==> config.mk <==
export PLATFORM = sky130hd
export DESIGN_NAME = led_blink_sos_pattern_driver
export DESIGN_NICKNAME = d
export VERILOG_FILES = /design/src/design/lbsos_pkg.sv /design/src/design/lbsos_led_unit.sv /design/src/design/lbsos_colour_scale.sv /design/src/design/led_blink_sos_pattern_driver.sv
export SDC_FILE = /design/constraint.sdc
export NUM_CORES = 1
export LEC_CHECK = 0
export BUFFER_PORTS_ARGS = -buffer_cell sky130_fd_sc_hd__buf_2
export CAP_MARGIN = 15
export CORE_MARGIN = 4
export CORE_UTILIZATION = 58
export CTS_CLUSTER_SIZE = 30
export DETAILED_ROUTE_END_ITERATION = 7
export PLACE_DENSITY = 0.84
export SYNTH_ARGS = -nofsm -noshare
export SYNTH_HDL_FRONTEND = slang
export SYNTH_SLANG_ARGS = --single-unit
==> constraint.sdc <==
create_clock -name aclk -period 5.94 [get_ports aclk]
set_input_delay 0.594 -clock aclk [delete_from_list [all_inputs] [get_ports aclk]]
set_output_delay 0.594 -clock aclk [all_outputs]
set_load 0.01 [all_outputs]
==> src/design/lbsos_pkg.sv <==
`default_nettype none

package lbsos_pkg;

    localparam int NUM_LEDS = 2;

    localparam int IDX_W      = 2;
    localparam int MODE_W     = 3;
    localparam int MS_W       = 16;
    localparam int STEP_W     = 5;
    localparam int CH_W       = 8;
    localparam int COLOUR_W   = 3 * CH_W;
    localparam int CFG_IDX_W  = 8;
    localparam int CFG_DATA_W = 24;

    localparam logic [MODE_W-1:0] MODE_OFF  = 3'd0;
    localparam logic [MODE_W-1:0] MODE_ON   = 3'd1;
    localparam logic [MODE_W-1:0] MODE_SLOW = 3'd2;
    localparam logic [MODE_W-1:0] MODE_FAST = 3'd3;
    localparam logic [MODE_W-1:0] MODE_SOS  = 3'd4;

    localparam logic ACT_TICK = 1'b0;
    localparam logic ACT_SET  = 1'b1;

    localparam logic STATUS_OK      = 1'b0;
    localparam logic STATUS_BAD_IDX = 1'b1;

    localparam logic [STEP_W-1:0] SOS_STEPS      = 5'd19;
    localparam logic [STEP_W-1:0] SOS_WORD_STEP  = 5'd18;
    localparam logic [STEP_W-1:0] SOS_DASH_FIRST = 5'd6;
    localparam logic [STEP_W-1:0] SOS_DASH_LAST  = 5'd10;

    localparam logic [MS_W-1:0] ELAPSED_MAX = 16'hFFFF;

    localparam logic [CFG_IDX_W-1:0] REG_SLOW       = 8'd0;
    localparam logic [CFG_IDX_W-1:0] REG_FAST       = 8'd1;
    localparam logic [CFG_IDX_W-1:0] REG_DOT        = 8'd2;
    localparam logic [CFG_IDX_W-1:0] REG_DASH       = 8'd3;
    localparam logic [CFG_IDX_W-1:0] REG_SYM_GAP    = 8'd4;
    localparam logic [CFG_IDX_W-1:0] REG_WORD_GAP   = 8'd5;
    localparam logic [CFG_IDX_W-1:0] REG_BRIGHTNESS = 8'd6;
    localparam logic [CFG_IDX_W-1:0] REG_COLOUR     = 8'd7;

    typedef struct packed {
        logic              action;
        logic [IDX_W-1:0]  led_index;
        logic [MODE_W-1:0] new_mode;
    } in_item_t;

    typedef struct packed {
        logic            plain_lit;
        logic            colour_lit;
        logic [CH_W-1:0] drive_red;
        logic [CH_W-1:0] drive_green;
        logic [CH_W-1:0] drive_blue;
        logic            status;
    } out_item_t;

    typedef struct packed {
        logic [MS_W-1:0]     slow_interval_ms;
        logic [MS_W-1:0]     fast_interval_ms;
        logic [MS_W-1:0]     dot_ms;
        logic [MS_W-1:0]     dash_ms;
        logic [MS_W-1:0]     symbol_gap_ms;
        logic [MS_W-1:0]     word_gap_ms;
        logic [CH_W-1:0]     brightness;
        logic [COLOUR_W-1:0] base_colour;
    } cfg_t;

    typedef struct packed {
        logic              tick;
        logic              set;
        logic [MODE_W-1:0] mode;
    } led_cmd_t;

    function automatic logic [MS_W-1:0] sos_duration(input logic [STEP_W-1:0] step,
                                                     input cfg_t cfg);
        logic [MS_W-1:0] dur;
        if (step == SOS_WORD_STEP) begin
            dur = cfg.word_gap_ms;
        end else if (step[0]) begin
            dur = cfg.symbol_gap_ms;
        end else if (step >= SOS_DASH_FIRST && step <= SOS_DASH_LAST) begin
            dur = cfg.dash_ms;
        end else begin
            dur = cfg.dot_ms;
        end
        return dur;
    endfunction

endpackage

`default_nettype wire

==> src/design/lbsos_led_unit.sv <==
`default_nettype none

module lbsos_led_unit (
    input  wire                   aclk,
    input  wire                   aresetn,
    input  lbsos_pkg::led_cmd_t   cmd,
    input  lbsos_pkg::cfg_t       cfg,
    output logic                  lit_next
);

    logic [lbsos_pkg::MODE_W-1:0] mode_reg, mode_next;
    logic                         lit_reg;
    logic [lbsos_pkg::MS_W-1:0]   elapsed_reg, elapsed_next;
    logic [lbsos_pkg::STEP_W-1:0] step_reg, step_next;

    logic [lbsos_pkg::MS_W-1:0]   el_inc;
    logic [lbsos_pkg::MS_W-1:0]   interval;
    logic [lbsos_pkg::STEP_W-1:0] step_cur;
    logic [lbsos_pkg::STEP_W-1:0] step_adv;

    always_comb begin
        el_inc   = (elapsed_reg == lbsos_pkg::ELAPSED_MAX) ? elapsed_reg
                                                           : elapsed_reg + 16'd1;
        interval = (mode_reg == lbsos_pkg::MODE_SLOW) ? cfg.slow_interval_ms
                                                      : cfg.fast_interval_ms;
        step_cur = (step_reg >= lbsos_pkg::SOS_STEPS) ? '0 : step_reg;
        step_adv = (step_cur == lbsos_pkg::SOS_WORD_STEP) ? '0 : step_cur + 5'd1;

        mode_next    = mode_reg;
        lit_next     = lit_reg;
        elapsed_next = elapsed_reg;
        step_next    = step_reg;

        if (cmd.tick) begin
            elapsed_next = el_inc;
            case (mode_reg)
                lbsos_pkg::MODE_ON: begin
                    lit_next = 1'b1;
                end
                lbsos_pkg::MODE_SLOW, lbsos_pkg::MODE_FAST: begin
                    if (el_inc >= interval) begin
                        lit_next     = ~lit_reg;
                        elapsed_next = '0;
                    end
                end
                lbsos_pkg::MODE_SOS: begin
                    step_next = step_cur;
                    if (el_inc >= lbsos_pkg::sos_duration(step_cur, cfg)) begin
                        step_next    = step_adv;
                        // lit on dot/dash steps, dark on gaps and the word gap
                        lit_next     = ~step_adv[0] && (step_adv != lbsos_pkg::SOS_WORD_STEP);
                        elapsed_next = '0;
                    end
                end
                default: begin
                    lit_next = 1'b0;
                end
            endcase
        end else if (cmd.set && cmd.mode != mode_reg) begin
            mode_next    = cmd.mode;
            elapsed_next = '0;
            step_next    = '0;
            lit_next     = (cmd.mode >= lbsos_pkg::MODE_ON) && (cmd.mode <= lbsos_pkg::MODE_SOS);
        end
    end

    always_ff @(posedge aclk) begin
        if (!aresetn) begin
            mode_reg    <= lbsos_pkg::MODE_OFF;
            lit_reg     <= 1'b0;
            elapsed_reg <= '0;
            step_reg    <= '0;
        end else begin
            mode_reg    <= mode_next;
            lit_reg     <= lit_next;
            elapsed_reg <= elapsed_next;
            step_reg    <= step_next;
        end
    end

endmodule

`default_nettype wire

==> src/design/lbsos_colour_scale.sv <==
`default_nettype none

module lbsos_colour_scale (
    input  wire [lbsos_pkg::CH_W-1:0]  channel,
    input  wire [lbsos_pkg::CH_W-1:0]  brightness,
    output logic [lbsos_pkg::CH_W-1:0] scaled
);

    logic [2*lbsos_pkg::CH_W-1:0] prod;
    logic [2*lbsos_pkg::CH_W:0]   sum;

    // x / 255 == (x + (x >> 8) + 1) >> 8 for any product of two 8-bit values
    always_comb begin
        prod   = channel * brightness;
        sum    = {1'b0, prod} + {9'd0, prod[15:8]} + 17'd1;
        scaled = sum[15:8];
    end

endmodule

`default_nettype wire

==> src/design/led_blink_sos_pattern_driver.sv <==
`default_nettype none

// channel   | ports                                  | beat
// ----------+----------------------------------------+---------------------------------
// input     | s_valid s_ready s_data                 | tick or set-mode item
// result    | m_valid m_ready m_data                 | lit flags, colour drive, status
// config    | cfg_valid cfg_ready cfg_index cfg_data | one register write
//
// One beat per cycle sustained while m_ready is high. An input register feeds
// the LED state update and colour scaling, which load the result register.
// Reset is synchronous and active low; it sets the registers to their defaults
// and all LEDs off. A stalled result holds the input register, which can still
// take one more beat.

module led_blink_sos_pattern_driver (
    input  wire                               aclk,
    input  wire                               aresetn,

    input  wire                               s_valid,
    output logic                              s_ready,
    input  lbsos_pkg::in_item_t               s_data,

    output logic                              m_valid,
    input  wire                               m_ready,
    output lbsos_pkg::out_item_t              m_data,

    input  wire                               cfg_valid,
    output logic                              cfg_ready,
    input  wire [lbsos_pkg::CFG_IDX_W-1:0]    cfg_index,
    input  wire [lbsos_pkg::CFG_DATA_W-1:0]   cfg_data
);

    lbsos_pkg::cfg_t      cfg_reg;
    lbsos_pkg::in_item_t  in_reg;
    logic                 in_valid_reg;
    lbsos_pkg::out_item_t out_reg;
    logic                 out_valid_reg;

    logic                 advance;
    logic                 bad_index;
    logic                 colour_lit;
    logic [lbsos_pkg::NUM_LEDS-1:0] lit_next;
    logic [lbsos_pkg::CH_W-1:0]     red_s, green_s, blue_s;
    lbsos_pkg::led_cmd_t  cmd [lbsos_pkg::NUM_LEDS];

    assign cfg_ready = 1'b1;
    assign advance   = in_valid_reg && (!out_valid_reg || m_ready);
    assign s_ready   = !in_valid_reg || advance;
    assign m_valid   = out_valid_reg;
    assign m_data    = out_reg;
    assign bad_index = (in_reg.action == lbsos_pkg::ACT_SET)
                       && (int'(in_reg.led_index) >= lbsos_pkg::NUM_LEDS);

    always_ff @(posedge aclk) begin
        if (!aresetn) begin
            cfg_reg.slow_interval_ms <= 16'd1000;
            cfg_reg.fast_interval_ms <= 16'd200;
            cfg_reg.dot_ms           <= 16'd200;
            cfg_reg.dash_ms          <= 16'd600;
            cfg_reg.symbol_gap_ms    <= 16'd200;
            cfg_reg.word_gap_ms      <= 16'd600;
            cfg_reg.brightness       <= 8'd20;
            cfg_reg.base_colour      <= 24'd0;
        end else if (cfg_valid) begin
            unique case (cfg_index)
                lbsos_pkg::REG_SLOW:       cfg_reg.slow_interval_ms <= cfg_data[15:0];
                lbsos_pkg::REG_FAST:       cfg_reg.fast_interval_ms <= cfg_data[15:0];
                lbsos_pkg::REG_DOT:        cfg_reg.dot_ms           <= cfg_data[15:0];
                lbsos_pkg::REG_DASH:       cfg_reg.dash_ms          <= cfg_data[15:0];
                lbsos_pkg::REG_SYM_GAP:    cfg_reg.symbol_gap_ms    <= cfg_data[15:0];
                lbsos_pkg::REG_WORD_GAP:   cfg_reg.word_gap_ms      <= cfg_data[15:0];
                lbsos_pkg::REG_BRIGHTNESS: cfg_reg.brightness       <= cfg_data[7:0];
                lbsos_pkg::REG_COLOUR:     cfg_reg.base_colour      <= cfg_data[23:0];
                default: ;
            endcase
        end
    end

    always_ff @(posedge aclk) begin
        if (!aresetn) begin
            in_valid_reg <= 1'b0;
        end else if (s_ready) begin
            in_valid_reg <= s_valid;
        end
    end

    always_ff @(posedge aclk) begin
        if (s_valid && s_ready) begin
            in_reg <= s_data;
        end
    end

    for (genvar i = 0; i < lbsos_pkg::NUM_LEDS; i++) begin : g_led
        always_comb begin
            cmd[i].tick = advance && (in_reg.action == lbsos_pkg::ACT_TICK);
            cmd[i].set  = advance && (in_reg.action == lbsos_pkg::ACT_SET)
                          && (int'(in_reg.led_index) == i);
            cmd[i].mode = in_reg.new_mode;
        end

        lbsos_led_unit u_led (
            .aclk     (aclk),
            .aresetn  (aresetn),
            .cmd      (cmd[i]),
            .cfg      (cfg_reg),
            .lit_next (lit_next[i])
        );
    end

    // with a single LED there is no colour LED to report
    assign colour_lit = (lbsos_pkg::NUM_LEDS > 1) && lit_next[1 % lbsos_pkg::NUM_LEDS];

    lbsos_colour_scale u_red (
        .channel    (cfg_reg.base_colour[23:16]),
        .brightness (cfg_reg.brightness),
        .scaled     (red_s)
    );

    lbsos_colour_scale u_green (
        .channel    (cfg_reg.base_colour[15:8]),
        .brightness (cfg_reg.brightness),
        .scaled     (green_s)
    );

    lbsos_colour_scale u_blue (
        .channel    (cfg_reg.base_colour[7:0]),
        .brightness (cfg_reg.brightness),
        .scaled     (blue_s)
    );

    always_ff @(posedge aclk) begin
        if (!aresetn) begin
            out_valid_reg <= 1'b0;
        end else if (advance) begin
            out_valid_reg <= 1'b1;
        end else if (m_ready) begin
            out_valid_reg <= 1'b0;
        end
    end

    always_ff @(posedge aclk) begin
        if (advance) begin
            out_reg.plain_lit   <= lit_next[0];
            out_reg.colour_lit  <= colour_lit;
            out_reg.drive_red   <= colour_lit ? red_s   : '0;
            out_reg.drive_green <= colour_lit ? green_s : '0;
            out_reg.drive_blue  <= colour_lit ? blue_s  : '0;
            out_reg.status      <= bad_index ? lbsos_pkg::STATUS_BAD_IDX
                                             : lbsos_pkg::STATUS_OK;
        end
    end

endmodule

`default_nettype wire

==> metrics.txt, run 1 <==
full die area 35600 µm²; type of the worst setup path register to register; max incr delay on CP 0.54 ns; row count 65; P_leak 9.89 nW; fin. max-slew vios 0; cell total after placement 2828; launch instance of the worst register-to-register path cfg_reg[30]; Hold Worst Slack 0.212 ns; combined area of the multi-input logic cells 13700 µm²; number of clock sinks seen by CTS 213; Avg WL per Cell 18.4 µm; post-synthesis adder-cell area fraction 24.5%; final setup violation count 3; hold wc startpoint s_data[0]; Iteration-0 DRC Markers approximately 1.3k; HPWL after DPL 38500 µm; number of nets produced by synthesis 2664; number of remaining DRC errors 0; I/O Buffers 71; violations in the final reports setup timing; area share of xor/xnor cells in the synthesized design around 3.5%; clk slew on worst S/H paths roughly 0.07 ns; maximum frequency from static timing analysis 165 MHz; share of layout cells above drive strength 1 between 15 and 20%; cells taking the most area after synthesis sky130_fd_sc_hd__dfxtp_1 (19%), sky130_fd_sc_hd__ha_1 (13%), sky130_fd_sc_hd__fa_1 (11%); DIE WIDTH 189 µm; overall via count from detail_route 17.5k; initial antenna violation count 1; unrepaired setup endpoints after global routing true; antenna-violating nets left 0; worst supply voltage drop on vdd 0.000239 V; starting density of the core 59.5%; Yosys warning count 0; synth-to-layout area growth 15.6%; family of cells with the greatest summed delay on the critical path adder cells; kind of capture point of the worst setup path register; Filler Cell Count 2389; final cycle utilization of the critical path 102%; Global Route Usage Sum 28.4%; worst max-slew margin expressed relative to the limit 19.9%; leading cell type in the layout, fill and taps excluded sky130_fd_sc_hd__nand2_1; first-pass GRT wire length 84900 µm; Non-Filler Instances roughly 2.9k; core utilization of the finished layout 68.7%; power density of the placed cells around 150 nW/µm²; maximum net fanout on the critical path 10; commonest register cell after synthesis sky130_fd_sc_hd__dfxtp_1; maximum number of pins on one net before global-route repair 85; Die Ht 189 µm; CTS Buffer Depth 3; post-synthesis mux area share 4.52%; buffers and inverters on the worst path 4; routability-driven placement congestion ratio 0.939; via density per instance 6.02; slew at the pin closest to its max-slew limit between 1 and 1.5 ns; synthesized cell area 19000 µm²; total congestion overflow 0; I/O pin count 73; top cell type by total area after synthesis sky130_fd_sc_hd__dfxtp_1; area occupied by registers between 4000 and 5000 µm²; startpoint type of the worst setup path register; clock buffer count from CTS 26; flip-flop count of the largest register after layout 128; Critical Path Slowest Stage Cell sky130_fd_sc_hd__fa_1; simple-gate portion of the synthesized area 23.0%; startpoint of the most critical setup path cfg_reg[30]; area share of the largest cell type after synthesis 19.0%; TritonCTS clock tree done; number of different library cells in the post-synthesis netlist 82; net total in the final layout between 2k and 3k; number of register bits inferred by synthesis 213; Mapped Avg Cell Area 8.19 µm²; total power 3.25 mW; clock period minus worst slack 6.05 ns; post-synthesis sequential area ratio 24.2%; root buf cell sky130_fd_sc_hd__clkbuf_16; number of global-route vias before repair 17.5k; CP Data Required Time 6.25 ns; Worst Clk Skew ~0.017 ns; final number of hold-violating endpoints 0; total length of routed wires 53300 µm; pre-CTS setup slack -0.234 ns; router iterations before antenna repair 6; status finished, violations left; dominant combinational cell family by area after synthesis adder cells; clock latency of the later-clocked register in the worst-skew pair around 0.57 ns; EDFF count, synth 33; worst path arrival time 6.36 ns; number of maximum-capacitance constraint violations 0; synthesized netlist cell count 2314; share of the synthesized area in compound gates (AO/OA/AOI/OAI) 13.9%; Hold/Removal Path Class input pin to register; crit path setup slack, layout -0.107 ns; Placeable Area 31900 µm²; leading cell types in the layout, fill and taps excluded sky130_fd_sc_hd__nand2_1 (366), sky130_fd_sc_hd__inv_1 (199), sky130_fd_sc_hd__ha_1 (186), sky130_fd_sc_hd__a21oi_1 (176), sky130_fd_sc_hd__dfxtp_1 (166); CTS HTree Levels 1; post-synthesis async set-or-reset flop share 0%
==> layer usage <==
layer  global-route usage (%)  wire length (µm)  share of wire (%)
met3                     3.56              3400                6.4
met4                     14.0              3010                5.6
met2                     50.3             26100                 49
met1                     34.2             20800                 39
met5                        0                 0                  0
==> power by group <==
part / total (mW) / leakage, nW / switching, mW / internal, mW
clock: 1.59 / 0.423 / 0.684 / 0.910
combinational: 0.171 / 7.68 / 0.116 / 0.0548
sequential: 1.49 / 1.78 / 0.0135 / 1.48
==> cell usage after synthesis (10+ instances only) <==
cell type and number:
sky130_fd_sc_hd__nor3_1 36, sky130_fd_sc_hd__o21ai_0 50, sky130_fd_sc_hd__a21o_1 16, sky130_fd_sc_hd__dfxtp_1 180
sky130_fd_sc_hd__ha_1 199, sky130_fd_sc_hd__xor2_1 24, sky130_fd_sc_hd__xnor2_1 51, sky130_fd_sc_hd__nor2_1 152
sky130_fd_sc_hd__and3_1 15, sky130_fd_sc_hd__mux2i_1 80, sky130_fd_sc_hd__nand2b_1 14, sky130_fd_sc_hd__nor2b_1 19
sky130_fd_sc_hd__nor3b_1 10, sky130_fd_sc_hd__and4_1 10, sky130_fd_sc_hd__inv_1 208, sky130_fd_sc_hd__nand2_1 367
sky130_fd_sc_hd__a21oi_1 183, sky130_fd_sc_hd__a211oi_1 41, sky130_fd_sc_hd__nand4_1 17, sky130_fd_sc_hd__fa_1 108
sky130_fd_sc_hd__nand3_1 68, sky130_fd_sc_hd__a31oi_1 22, sky130_fd_sc_hd__clkbuf_1 96, sky130_fd_sc_hd__a22oi_1 17
sky130_fd_sc_hd__o21a_1 10, sky130_fd_sc_hd__and2_1 145, sky130_fd_sc_hd__edfxtp_1 33, sky130_fd_sc_hd__nand3b_1 16
==> cell families (layout without fill, tap and decap cells) <==
family	count (synthesis)	after routing
buffers and inverters	315	469
flip-flops	213	213
AND/OR/NAND/NOR	904	904
other	1	2
adder cells (fa/ha/maj)	307	307
multiplexers	85	85
AO/OA/AOI/OAI	414	414
XOR/XNOR	75	75
==> repair_timing <==
action | CTS | global route
pin swaps | 29 | 51
setup endpoints to repair | 16 | 22
gates resized for setup | 43 | 70
hold buffers | 0 | 0
setup buffers | 8 | 19
==> area by class of cell <==
| cell class | instances | share of cell area, % |
|---|---|---|
| Multi-Input combinational cell | 1786 | 62.3 |
| Sequential cell | 213 | 21.1 |
| Timing Repair Buffer | 214 | 6.54 |
| Inverter | 208 | 3.57 |
| Clock buffer | 34 | 3.29 |
| Tap cell | 435 | 2.48 |
| Clock inverter | 13 | 0.622 |
| Antenna cell | 1 | 0.0114 |
==> worst paths after layout <==
kind / cells after the start / slack (ns) / to
worst min register to register: 2 / 0.47 / cfg_reg[58]
worst max-delay path: 25 / -0.11 / m_data[24]
worst min-delay path: 1 / 0.21 / cmd[0]
worst max register to register: 25 / -0.11 / m_data[24]
==> stage by stage <==
stage	TNS (ns)	area, µm²
floorplan	-0.0119	19100
global placement	-0.0350	20400
detailed placement	-1.69	20400
CTS	-0.0283	21500
global route	-2.55	21900
finish	-0.257	21900
Power figures use the tool's default switching activity.
==> run 2, diff against run 1 <==
--- a/config.mk
+++ b/config.mk
@@ -11,7 +11,7 @@
 export CORE_UTILIZATION = 58
 export CTS_CLUSTER_SIZE = 30
 export DETAILED_ROUTE_END_ITERATION = 7
-export PLACE_DENSITY = 0.84
+export PLACE_DENSITY = 0.78
 export SYNTH_ARGS = -nofsm -noshare
 export SYNTH_HDL_FRONTEND = slang
 export SYNTH_SLANG_ARGS = --single-unit
==> run 2 against run 1 <==
The flow now finishes without violations. Fmax is 2.1% higher. Core utilization is 0.45 points higher. Via count is 2.9% lower. Worst setup slack better by 0.12 ns. Combinational power hardly changed. Critical path depth is 1 lower. First-iteration DRC count is 19% lower. Global-route usage is 0.95 points lower. Sequential share of layout area is 0.098 points lower. Sequential cell count stayed put. Critical path type unchanged. Largest cell class unchanged. Highest routed layer unchanged.
==> metrics.txt, run 2 (synthesized netlist as in run 1, its figures left out) <==
status complete, no violations; total congestion overflow 0 (unchanged); leading cell types in the layout, fill and taps excluded sky130_fd_sc_hd__nand2_1 (364), sky130_fd_sc_hd__inv_1 (194), sky130_fd_sc_hd__ha_1 (183), sky130_fd_sc_hd__a21oi_1 (178), sky130_fd_sc_hd__dfxtp_1 (161); antenna-violating nets left 0 (unchanged); CTS Buffer Depth 3 (unchanged); share of layout cells above drive strength 1 16.4% (+0.79 points); hold-critical path endpoint in_reg[3]; TritonCTS clock tree done; worst max-slew margin expressed relative to the limit 17.6% (-2.3 points); clock period minus worst slack 5.92 ns (-0.124 ns); initial antenna violation count 3 (+2); clock latency of the later-clocked register in the worst-skew pair 0.58 ns (about the same); root buf cell sky130_fd_sc_hd__clkbuf_16; worst supply voltage drop on vdd 0.000210 V (-12%); leading cell type in the layout, fill and taps excluded sky130_fd_sc_hd__nand2_1; starting density of the core 59.5% (unchanged); startpoint of the most critical setup path cfg_reg[26]; HPWL after DPL 37300 µm (-3.0%); final number of hold-violating endpoints 0 (unchanged); total power 3.31 mW (+1.8%); launch instance of the worst register-to-register path cfg_reg[26]; hold wc startpoint s_data[3]; final setup violation count 0 (-3); flip-flop count of the largest register after layout 128 (unchanged); Global Route Usage Sum 27.5% (-0.95 points); max incr delay on CP 0.58 ns (+0.04 ns); endpoint of the most critical register-to-register path m_data[8]; Hold/Removal Path Class input pin to register; kind of capture point of the worst setup path register; Die Ht 189 µm (unchanged); net total in the final layout 2795 (-0.14%); family of cells with the greatest summed delay on the critical path adder cells; synth-to-layout area growth 16.3%; maximum frequency from static timing analysis 169 MHz (+2.1%); cell count of the worst hold path 1 (unchanged); clock buffer count from CTS 26 (unchanged); maximum number of pins on one net before global-route repair 70 (-18%); full die area 35600 µm² (unchanged); P_leak 9.88 nW (-0.10%); slack of the worst reg-to-reg path 0.02 ns (+0.12 ns); clk slew on worst S/H paths 0.06 ns (about the same); power density of the placed cells 150 nW/µm² (+1.1%); I/O pin count 73 (unchanged); number of clock sinks seen by CTS 213 (unchanged); dominant cell type by count on the critical path sky130_fd_sc_hd__fa_1; number of remaining DRC errors 0 (unchanged); number of global-route vias before repair 16.7k (-4.5%); total length of routed wires 51400 µm (-3.6%); pre-CTS setup slack -0.204 ns (+0.0306 ns); unrepaired setup endpoints after global routing true; CTS HTree Levels 1 (unchanged); fin. max-slew vios 0 (unchanged); DIE WIDTH 189 µm (unchanged); routability-driven placement congestion ratio 0.922 (-1.8%); router iterations before antenna repair 7 (+1); I/O Buffers 71 (unchanged); Worst Clk Skew 0.0153 ns (-0.00208 ns); Iteration-0 DRC Markers 1070 (-19%); CP Data Required Time 6.25 ns (about the same); buffers and inverters on the worst path 4 (unchanged); cell chain of the critical path buf_4, buf_4, and2_1, fa_2, fa_1, fa_1, inv_2, fa_1, inv_2, ha_4, nor3_4, o21ai_2, a31oi_4, o211ai_1, a2111oi_4, ha_1, nand2_2, a211o_1, a32oi_2, nand3_1, and4bb_2, nand3_2, xnor2_1, nor2b_1; Avg WL per Cell 17.7 µm (-3.5%); Placeable Area 31900 µm² (unchanged); Critical Path Slowest Stage Cell sky130_fd_sc_hd__fa_1; via density per instance 5.85 (-2.9%); row count 65 (unchanged); hold buffer count at cts 0 (unchanged); first-pass GRT wire length 81400 µm (-4.1%); crit path setup slack, layout 0.0166 ns (+0.124 ns); worst path arrival time 6.23 ns (-0.13 ns); overall via count from detail_route 17.0k (-2.9%); final cycle utilization of the critical path 99.7% (-2.1 points); type of the worst setup path register to register; startpoint type of the worst setup path register; number of maximum-capacitance constraint violations 0 (unchanged); slew at the pin closest to its max-slew limit 1.24 ns (+0.0334 ns); maximum net fanout on the critical path 6 (-4); Reg2Reg Depth 24 (-4.0%)
-- run 2: changes by cell type in the layout (fill, tap and decap cells not counted), sizes merged --
cell,delta
diode,+2
clkbuf,+3
buf,-5
bufinv,+1
clkinv,-2
-- run 2: worst reg2reg max path: cells and delay by family, from the launching register on --
| family | cells | cell delay, ns |
|---|---|---|
| xor gates and xnor gates | 1 | 0.12 |
| AOI/OAI and AO/OA | 6 | 1.34 |
| adders and majority gates | 6 | 2.33 |
| DFF | 1 | 0.37 |
| and+or+nand+nor | 7 | 1.14 |
| buffers and inverters | 4 | 0.38 |
-- run 2: power breakdown --
| part | internal [mW] | switching, mW | total, mW | leakage (nW) |
|---|---|---|---|---|
| Clock | 0.968 | 0.688 | 1.66 | 0.438 |
| Sequential | 1.47 | 0.0132 | 1.49 | 1.79 |
| Combinational | 0.0541 | 0.115 | 0.169 | 7.65 |
| Total | 2.50 | 0.816 | 3.31 | 9.88 |
-- run 2: cell type report --
type | count | area, µm²
diodes | 3 | 7.51
multi-input cells | 1786 | 13800
clock inverters | 12 | 145
well taps | 435 | 544
clock buffers | 36 | 741
flip-flops and latches | 213 | 4640
inverters | 208 | 783
fillers | 2568 | 9820
repair buffers | 210 | 1430
-- run 2: worst max path at each step --
stage	endpoint	slack [ns]	cells past startpoint
4_1_cts	m_data[8]	-0.02	24
5_1_grt	m_data[24]	-0.27	25
6_report	m_data[8]	0.02	24
2_1_floorplan	m_data[8]	-0.01	25
3_5_place_dp	m_data[8]	-0.20	24
3_3_place_gp	m_data[8]	-0.04	24
-- run 2: metal layers --
| layer | routed length (µm) | GRT usage, % |
|---|---|---|
| met5 | 0 | 0 |
| met4 | 2680 | 14.2 |
| met3 | 3350 | 4.13 |
| met2 | 25200 | 48.0 |
| met1 | 20300 | 32.9 |
-- run 2: timing repair --
action	in CTS	in global routing
setup endpoints to repair	17	21
buffers inserted	7	28
resized for setup	25	131
pin swaps	13	90
-- run 2: through the flow --
step           cells  TNS, ns  hold WS, ns  area, µm²  utilization, %
6_report        2903        0        0.201      22100            69.2
4_1_cts         2871  -0.0214        0.182      21400            67.0
5_1_grt         2902    -2.23        0.192      22100            69.2
2_1_floorplan   2314  -0.0119        0.442      19100               -
3_3_place_gp    2816  -0.0516        0.454      20300            63.8
3_5_place_dp    2816    -1.81        0.461      20300            63.8
